`src/sv/lgf_pkg.sv`:
```
package lgf_pkg;

  // lightmap geometry
  localparam int MAX_WIDTH   = 128;
  localparam int MAX_HEIGHT  = 128;
  localparam int SUBSAMPLES  = 8;
  localparam int VALUE_BITS  = 48;
  localparam int XW          = 7;
  localparam int YW          = 7;
  localparam int DIM_W       = 8;
  localparam int UV_W        = 17;
  localparam int TEX_AW      = XW + YW;
  localparam int TEX_DEPTH   = MAX_WIDTH * MAX_HEIGHT;

  // fixed point raster grid, in units of 1/(2*S*S) texel
  localparam int SCALE       = 2 * SUBSAMPLES * SUBSAMPLES;
  localparam int SUB_OFS     = 2 * SUBSAMPLES;
  localparam int SUB_STEP    = 2 * (SUBSAMPLES - 2);
  localparam int SUB_W       = $clog2(SUBSAMPLES) > 0 ? $clog2(SUBSAMPLES) : 1;
  localparam int VW          = 20;
  localparam int EW          = 2 * VW + 2;

  // ring search
  localparam int RING_W      = 8;
  localparam int CW          = 10;

  localparam int QUEUE_DEPTH = 2;

  localparam logic [UV_W-1:0] UV_ONE = UV_W'(65536);

  // register indexes
  localparam logic REG_WIDTH  = 1'b0;
  localparam logic REG_HEIGHT = 1'b1;

  typedef enum logic [1:0] {
    FN_CLEAR = 2'd0,
    FN_WRITE = 2'd1,
    FN_TRI   = 2'd2,
    FN_READ  = 2'd3
  } func_t;

  typedef enum logic [1:0] {
    DIR_ZERO = 2'd0,
    DIR_POS  = 2'd1,
    DIR_NEG  = 2'd2
  } dir_t;

  // request as it travels through the queue
  typedef struct packed {
    func_t                      func;
    logic [XW-1:0]              x;
    logic [YW-1:0]              y;
    logic [VALUE_BITS-1:0]      value;
    logic [5:0][UV_W-1:0]       uv;
  } entry_t;

  typedef struct packed {
    logic init_clear;
  } back_status_t;

  // neighbor offsets of one ring
  function automatic dir_t ring_dx(input logic [2:0] k);
    dir_t d;
    case (k)
      3'd0: d = DIR_NEG;
      3'd1: d = DIR_POS;
      3'd4: d = DIR_NEG;
      3'd5: d = DIR_POS;
      3'd6: d = DIR_NEG;
      3'd7: d = DIR_POS;
      default: d = DIR_ZERO;
    endcase
    return d;
  endfunction

  function automatic dir_t ring_dy(input logic [2:0] k);
    dir_t d;
    case (k)
      3'd2: d = DIR_NEG;
      3'd3: d = DIR_POS;
      3'd4: d = DIR_NEG;
      3'd5: d = DIR_NEG;
      3'd6: d = DIR_POS;
      3'd7: d = DIR_POS;
      default: d = DIR_ZERO;
    endcase
    return d;
  endfunction

  function automatic logic signed [CW-1:0] ring_step(input logic [6:0] c,
                                                     input logic [RING_W-1:0] s,
                                                     input dir_t d);
    logic signed [CW-1:0] base;
    logic signed [CW-1:0] ofs;
    base = $signed(CW'(c));
    ofs  = $signed(CW'(s));
    case (d)
      DIR_POS: return base + ofs;
      DIR_NEG: return base - ofs;
      default: return base;
    endcase
  endfunction

endpackage

```
`src/sv/lgf_front.sv`:
```
module lgf_front import lgf_pkg::*; (
  input  logic                  clk,
  input  logic                  rst,
  input  logic                  start,
  output logic                  busy,
  input  logic [1:0]            func,
  input  logic [XW-1:0]         texel_x,
  input  logic [YW-1:0]         texel_y,
  input  logic [VALUE_BITS-1:0] texel_value,
  input  logic [UV_W-1:0]       u_first,
  input  logic [UV_W-1:0]       v_first,
  input  logic [UV_W-1:0]       u_second,
  input  logic [UV_W-1:0]       v_second,
  input  logic [UV_W-1:0]       u_third,
  input  logic [UV_W-1:0]       v_third,
  input  logic [DIM_W-1:0]      w_eff,
  input  logic [DIM_W-1:0]      h_eff,
  input  back_status_t          back_status,
  input  logic                  pop,
  output entry_t                head,
  output logic                  head_valid
);

  localparam int PW = $clog2(QUEUE_DEPTH);
  localparam int CNT_W = $clog2(QUEUE_DEPTH + 1);

  entry_t           mem [QUEUE_DEPTH];
  logic [PW-1:0]    wr_ptr;
  logic [PW-1:0]    rd_ptr;
  logic [CNT_W-1:0] count;
  logic [CNT_W-1:0] count_next;
  logic             accept;
  entry_t           push;
  logic [DIM_W-1:0] wm1;
  logic [DIM_W-1:0] hm1;

  assign busy   = (count == CNT_W'(QUEUE_DEPTH)) || back_status.init_clear;
  assign accept = start && !busy;

  // classify: clamp texel into active area, saturate uvs
  always_comb begin
    wm1 = w_eff - DIM_W'(1);
    hm1 = h_eff - DIM_W'(1);
    push.func  = func_t'(func);
    push.x     = ({1'b0, texel_x} > wm1) ? wm1[XW-1:0] : texel_x;
    push.y     = ({1'b0, texel_y} > hm1) ? hm1[YW-1:0] : texel_y;
    push.value = texel_value;
    push.uv[0] = (u_first  > UV_ONE) ? UV_ONE : u_first;
    push.uv[1] = (v_first  > UV_ONE) ? UV_ONE : v_first;
    push.uv[2] = (u_second > UV_ONE) ? UV_ONE : u_second;
    push.uv[3] = (v_second > UV_ONE) ? UV_ONE : v_second;
    push.uv[4] = (u_third  > UV_ONE) ? UV_ONE : u_third;
    push.uv[5] = (v_third  > UV_ONE) ? UV_ONE : v_third;
  end

  assign head       = mem[rd_ptr];
  assign head_valid = (count != '0);

  always_comb begin
    count_next = count + CNT_W'(accept) - CNT_W'(pop);
  end

  // queue storage
  always_ff @(posedge clk) begin
    if (accept) begin
      mem[wr_ptr] <= push;
    end
  end

  // queue pointers
  always_ff @(posedge clk) begin
    if (rst) begin
      wr_ptr <= '0;
      rd_ptr <= '0;
      count  <= '0;
    end else begin
      if (accept) begin
        wr_ptr <= wr_ptr + PW'(1);
      end
      if (pop) begin
        rd_ptr <= rd_ptr + PW'(1);
      end
      count <= count_next;
    end
  end

endmodule

```
`config.mk`:
```
export PLATFORM = sky130hd
export DESIGN_NAME = lgf_front
export DESIGN_NICKNAME = d
export VERILOG_FILES = /design/src/sv/lgf_pkg.sv /design/src/sv/lgf_front.sv
export SDC_FILE = /design/constraint.sdc
export NUM_CORES = 1
export LEC_CHECK = 0
export ABC_AREA = 1
export BUFFER_PORTS_ARGS = -buffer_cell sky130_fd_sc_hd__buf_2
export CORE_AREA = 3 3 176 178
export CTS_CLUSTER_SIZE = 30
export DETAILED_ROUTE_END_ITERATION = 7
export DIE_AREA = 0 0 179 181
export GPL_ROUTABILITY_DRIVEN = 0
export GPL_TIMING_DRIVEN = 0
export PLACE_DENSITY = 0.75
export SLEW_MARGIN = 5
export SYNTH_ARGS = -nofsm -noshare
export SYNTH_HDL_FRONTEND = slang
export SYNTH_SLANG_ARGS = --single-unit
```
`constraint.sdc`:
```
create_clock -name clk -period 9.72 [get_ports clk]
set_clock_uncertainty 0.15 [all_clocks]
set_input_delay 1.944 -clock clk [delete_from_list [all_inputs] [get_ports clk]]
set_output_delay 1.944 -clock clk [all_outputs]
set_load 0.03 [all_outputs]
```
==> run summary, run 1 <==
final hold vios - 0
Main synth FF type - edfxtp_1
Design Area, Final - 0.0178 sq mm
Final Slew Violations - 0
initial antenna violation count - 6
Reg area - 0.0101 sq mm
relative slew slack - 0.515
clk sinks - 337
nets - 1519
total congestion overflow - 0
switching power total - 0.868 mW
post-synth top area share - 0.704
top-count cell post-synth - edfxtp_1
H-tree depth - 2
Clock Path Buffers - 3
first-pass GRT wire length - 47500 um
Avg Inst Size Synth - 15.6 sq um
# DRC - 0
yosys warns - 0
sequential power share - 0.483
Die ar. - 0.0324 sq mm
synthesized cell area - 0.0142 sq mm
overall power - 3.50 mW
crit path capture - busy
post-synthesis cell type count - 34
Finished Core Util - 0.602
fin cells - 1731
endpoint type of the worst setup path - primary output
Synth Instances - 910
num ports - 355
post-DP HPWL - 23300 um
die width - 179 um
placed inst area - 0.0167 sq mm
min Tclk post-route - 4420 ps
clock-pin slew on the worst setup and hold paths - 60 ps
WL/cell - 18.1 um
Leakage - 7.13 nW
Power Density - 196 mW/mm^2
reg-to-reg endpoint - mem[0][99]
share of layout cells above drive strength 1 - 0.461
largest net degree at the start of global routing - 30
starting density of the core - 0.479
Commonest cells post-synth - edfxtp_1 (332), mux2_2 (166), inv_1 (88), nor2_1 (82), nand2_1 (56)
Critical Path AT - 2320 ps
Num CTS Buffers - 36
R2R Path Start - count[0]
combinational share of power - 0.154
Internal - 2.63 mW
TritonCTS clock tree - built
worst-path maximum fanout - 2
maximum VDD drop - 113 uV
Tot GR Track Use - 0.187
Seq/Total Area, Yosys - 0.711
Placed Cells - 1666
cts repair resizes - 0
Post-synth EDFFs - 332
Worst R2R Path Depth - 7
core area - 0.0296 sq mm
# Max-Cap Violations - 0
hold_ws - 364 ps
via count - 8682
Post-CTS Hold Buffers - 0
Worst-Skew Late Latency - 480 ps
Synth area leaders - edfxtp_1 (70%), mux2_2 (13%), inv_1 (2.3%), nor2_1 (2.2%), ha_1 (1.6%)
CTS root buf - clkbuf_16
# fillers - 2307
setup violators final - 0
WS Path Type - input port to primary output
sw frac - 0.248
Worst setup SP type - input port
max frequency - 0.226 GHz
number of DRC markers in iteration 0 - 488
number of cell rows - 63
Antenna Violating Nets Remaining - 0
dominant cell type by area after synthesis - edfxtp_1
TritonRoute pass-1 iters - 4
WP data required - 7630 ps
Port-buffer cells - 354
WL final - 31400 um
reg2reg setup slack - 7180 ps
worst-margin pin slew - 725 ps
status - finished, final reports clean
Die Span Y - 181 um
Clk pwr share - 0.363
synthesis-to-layout area growth - 25.7%
vias in the first global route - 9018
register bit total from synthesis - 337
Multi-input gate area - 0.00357 sq mm
ys async rst share - 0
syn nets - 1115
hold crit path type - register to register
period utilisation layout - 0.455
unrepaired setup endpoints after global routing - false
setup bufs post-CTS - 0
crit path launch - back_status
Avg Vias per Cell - 5.02
## placed cells by master (no fill, tap or decap), types with 3 or more instances in the layout
| cell | count |
|---|---|
| edfxtp_1 | 332 |
| inv_1 | 88 |
| clkbuf_16 | 37 |
| buf_4 | 14 |
| a21boi_2 | 5 |
| diode_2 | 5 |
| nor2_4 | 5 |
| buf_2 | 361 |
| a21boi_0 | 18 |
| clkinv_1 | 10 |
| nor2_1 | 80 |
| xnor2_1 | 4 |
| xor2_1 | 6 |
| clkbuf_1 | 17 |
| nand4_1 | 15 |
| buf_6 | 3 |
| nand3_1 | 18 |
| ha_1 | 18 |
| nand3b_1 | 5 |
| buf_12 | 8 |
| a21oi_1 | 4 |
| a21boi_1 | 28 |
| buf_16 | 4 |
| nor2_2 | 3 |
| mux2_2 | 166 |
| nand2_1 | 56 |
| dfxtp_1 | 5 |
| nor4_1 | 6 |
## worst min-delay path by stage
stage	start	end	slack [ps]	cells after the start
final	rd_ptr	register	360	2
after global routing	rd_ptr	register	400	2
after CTS	rd_ptr	register	370	2
after detailed placement	rd_ptr	register	350	2
after global placement	rd_ptr	rd_ptr	350	2
after floorplan	rd_ptr	register	330	2
## cells by family after synthesis
logic type,count (synthesis),synth area share
adders and majority gates,18,0.0159
DFF,337,0.711
xor gates and xnor gates,10,0.00618
AOI/OAI and AO/OA,60,0.0322
buffers and inverters,121,0.0380
and+or+nand+nor,198,0.0646
muxes,166,0.132
## power groups by stage
| stage | Sequential, mW | Combinational [mW] | Clock, mW |
|---|---|---|---|
| 4_1_cts | 1.69 | 0.548 | 1.29 |
| 3_3_place_gp | 1.73 | 0.520 | 0 |
| 5_1_grt | 1.69 | 0.580 | 1.36 |
| 3_5_place_dp | 1.72 | 0.545 | 0 |
| 2_1_floorplan | 1.72 | 0.356 | 0 |
| 6_report | 1.69 | 0.540 | 1.27 |
## stage by stage
step | worst slack, ps | setup TNS [ps]
floorplan | 2600 | 0
global placement | -11.9 | -601
detailed placement | 5270 | 0
CTS | 5300 | 0
global route | 5240 | 0
finish | 5300 | 0
## metal layers
metal | up-vias | routed length (um) | GRT usage
li1 | 4128 | - | -
met1 | 4213 | 12000 | 0.224
met5 | - | 10 | 0
met3 | 62 | 2150 | 0.0422
met2 | 277 | 16200 | 0.331
met4 | 2 | 974 | 0.0670
## flip-flops by register name, indices dropped and copies added (netlist names), named ones only
register / flops
wr_ptr: 1
mem: 332
rd_ptr: 1
count: 2
## worst max-delay path, stage by stage
cell	delay, ps
buf_2	100
inv_1	60
nand2_1	50
buf_2	170
## cell type report
| cell class | instances | area share |
|---|---|---|
| sequential | 337 | 0.566 |
| multi-input combinational | 452 | 0.200 |
| antenna | 5 | 0.000703 |
| tap | 390 | 0.0274 |
| inverter | 88 | 0.0186 |
| clock inverter | 13 | 0.00576 |
| clock buffer | 47 | 0.0552 |
| buffer | 33 | 0.0117 |
| timing repair buffer | 366 | 0.115 |
(Power assumes the default switching activity.)
==> run 2, diff against run 1 <==
clock period = 3.5 ns   (was 9.72 ns; I/O delays follow)
==> run 2 against run 1 <==
Non-clock buffer count is the same. Final area grew 1.3%. Register-to-register slack lost 6200 ps. Largest power group unchanged. Sequential power grew to 2.8 times the previous value. Critical path depth is the same. Via count grew 0.32%.
==> run summary, run 2 (same netlist as run 1, synthesis figures left out) <==
Worst setup SP type - register
endpoint type of the worst setup path - primary output
WL/cell - 17.9 um (-1.1%)
worst hold endpoint - mem[0][103]
post-DP HPWL - 22800 um (-2.1%)
WP data required - 2650 ps (-4980 ps)
Final Slew Violations - 0 (unchanged)
status - finished, final reports clean
Num CTS Buffers - 36 (unchanged)
synthesis-to-layout area growth - 27.4%
cts repair resizes - 0 (unchanged)
Tot GR Track Use - 0.185 (-0.00201)
CP peak stage delay - 380 ps (+210 ps)
num ports - 355 (unchanged)
Die Span Y - 181 um (unchanged)
Power Density - 573 mW/mm^2 (+190%)
first-pass GRT wire length - 47100 um (-0.97%)
Worst-Skew Late Latency - 490 ps (about the same)
worst-margin pin slew - 836 ps (+111 ps)
reg-to-reg endpoint - mem[1][104]
period utilisation layout - 0.835
hold crit path type - input port to register
starting density of the core - 0.479 (unchanged)
Avg Vias per Cell - 5.03 (+0.26%)
largest net degree at the start of global routing - 30 (unchanged)
delay-heaviest family, CP - buffers and inverters
Antenna Violating Nets Remaining - 0 (unchanged)
maximum VDD drop - 364 uV (+220%)
initial antenna violation count - 2 (-4)
# DRC - 0 (unchanged)
critical-path cell list - buf_2 > buf_4 > mux2_2 > buf_2
Placed Cells - 1666 (unchanged)
nets - 1519 (unchanged)
final hold vios - 0 (unchanged)
clock-pin slew on the worst setup and hold paths - 60 ps (about the same)
# Max-Cap Violations - 0 (unchanged)
most frequent cells in the layout - buf_2 (361), edfxtp_1 (332), mux2_2 (166)
reg2reg setup slack - 970 ps (-6210 ps)
fin cells - 1732 (+0.058%)
CP most frequent cell - buf_2
hold path start - texel_value[1]
setup tns final - 0 ps (unchanged)
share of layout cells above drive strength 1 - 0.469 (+0.00833)
TritonRoute pass-1 iters - 4 (unchanged)
fin worst setup slack - 579 ps (-4720 ps)
vias in the first global route - 8984 (-0.38%)
TritonCTS clock tree - built
WL final - 31000 um (-1.1%)
Critical Path AT - 2070 ps (-250 ps)
CP bufs+invs - 3 (unchanged)
Worst R2R Path Depth - 7 (unchanged)
total congestion overflow - 0 (unchanged)
setup violators final - 0 (unchanged)
max FFs per register - 332 (unchanged)
relative slew slack - 0.441 (-0.0742)
WS Path Type - register to primary output
Leakage - 7.24 nW (+1.5%)
min Tclk post-route - 2920 ps
number of DRC markers in iteration 0 - 425 (-13%)
R2R Path Start - count[0]
unrepaired setup endpoints after global routing - false
biggest regs - mem: 332 flops, count: 2 flops
setup bufs post-CTS - 0 (unchanged)
max frequency - 0.342 GHz
WHS Path Cells - 1 (-1)
die width - 179 um (unchanged)
# fillers - 2214 (-4.0%)
core area - 0.0296 sq mm (unchanged)
Worst path slowest cell - buf_2
clk sinks - 337 (unchanged)
number of cell rows - 63 (unchanged)
H-tree depth - 2 (unchanged)
CTS root buf - clkbuf_16
Die ar. - 0.0324 sq mm (unchanged)
commonest non-fill, non-tap cell in the layout - buf_2
worst-path maximum fanout - 10 (+8)
Placement Setup Slack - 288 ps (-4990 ps)
Clock Path Buffers - 3 (unchanged)
Most flops, register - mem
via count - 8710 (+0.32%)
Port-buffer cells - 354 (unchanged)
Post-CTS Hold Buffers - 0 (unchanged)
[run 2: cell count changes in the layout (fill, tap and decap cells not counted), sizes merged]
| cell | previous run | this run |
|---|---|---|
| clkbuf | 56 | 54 |
| clkinv | 11 | 8 |
| bufinv | 2 | 10 |
| clkinvlp | 0 | 1 |
| diode | 5 | 2 |
[run 2: final cells by class]
cell class,count,area [sq um],share of cell area
Clock buffer,45,956,0.0530
Clock inverter,19,344,0.0191
Antenna cell,2,5.00,0.000277
Buffer,33,208,0.0115
Inverter,88,343,0.0190
Tap cell,390,488,0.0271
Timing Repair Buffer,366,2040,0.113
Multi-Input combinational cell,452,3580,0.199
Sequential cell,337,10100,0.558
[run 2: metrics by stage]
step | area [sq um] | hold slack, ps | utilization | power [mW]
2_1_floorplan | 14200 | 330 | - | 5.77
3_3_place_gp | 16500 | 346 | 0.557 | 6.23
3_5_place_dp | 16700 | 359 | 0.566 | 6.29
4_1_cts | 18000 | 214 | 0.610 | 10.4
5_1_grt | 18000 | 215 | 0.610 | 10.7
6_report | 18000 | 239 | 0.610 | 10.3
[run 2: how the worst max path moves through the flow]
| stage | endpoint | slack, ps | depth (start not counted) |
|---|---|---|---|
| after floorplan | mem[1][0] | -410 | 3 |
| after global placement | mem[1][107] | -2000 | 4 |
| after detailed placement | mem[0][163] | 290 | 15 |
| after CTS | head[70] | 500 | 4 |
| after global routing | head[70] | 490 | 4 |
| final | head[70] | 580 | 4 |
[run 2: routing by layer]
layer,part of all wire,GRT usage,wire length (um)
met1,0.38,0.216,11800
met2,0.52,0.333,16100
met3,0.078,0.0492,2430
met4,0.023,0.0558,708
met5,0,0,0
[run 2: report_power, final]
part           internal [mW]  leakage (nW)  switching [mW]
Clock                   2.67         0.631            1.46
Sequential              4.65          3.11          0.0379
Combinational          0.546          3.49           0.957
Total                   7.87          7.24            2.46
[run 2: worst register-to-register path, stage by stage (launching register included)]
cell	delay, ps
dfxtp_1	330
inv_1	60
nand2_1	110
nand3_4	120
nor2_4	680
buf_12	300
buf_12	220
buf_12	250
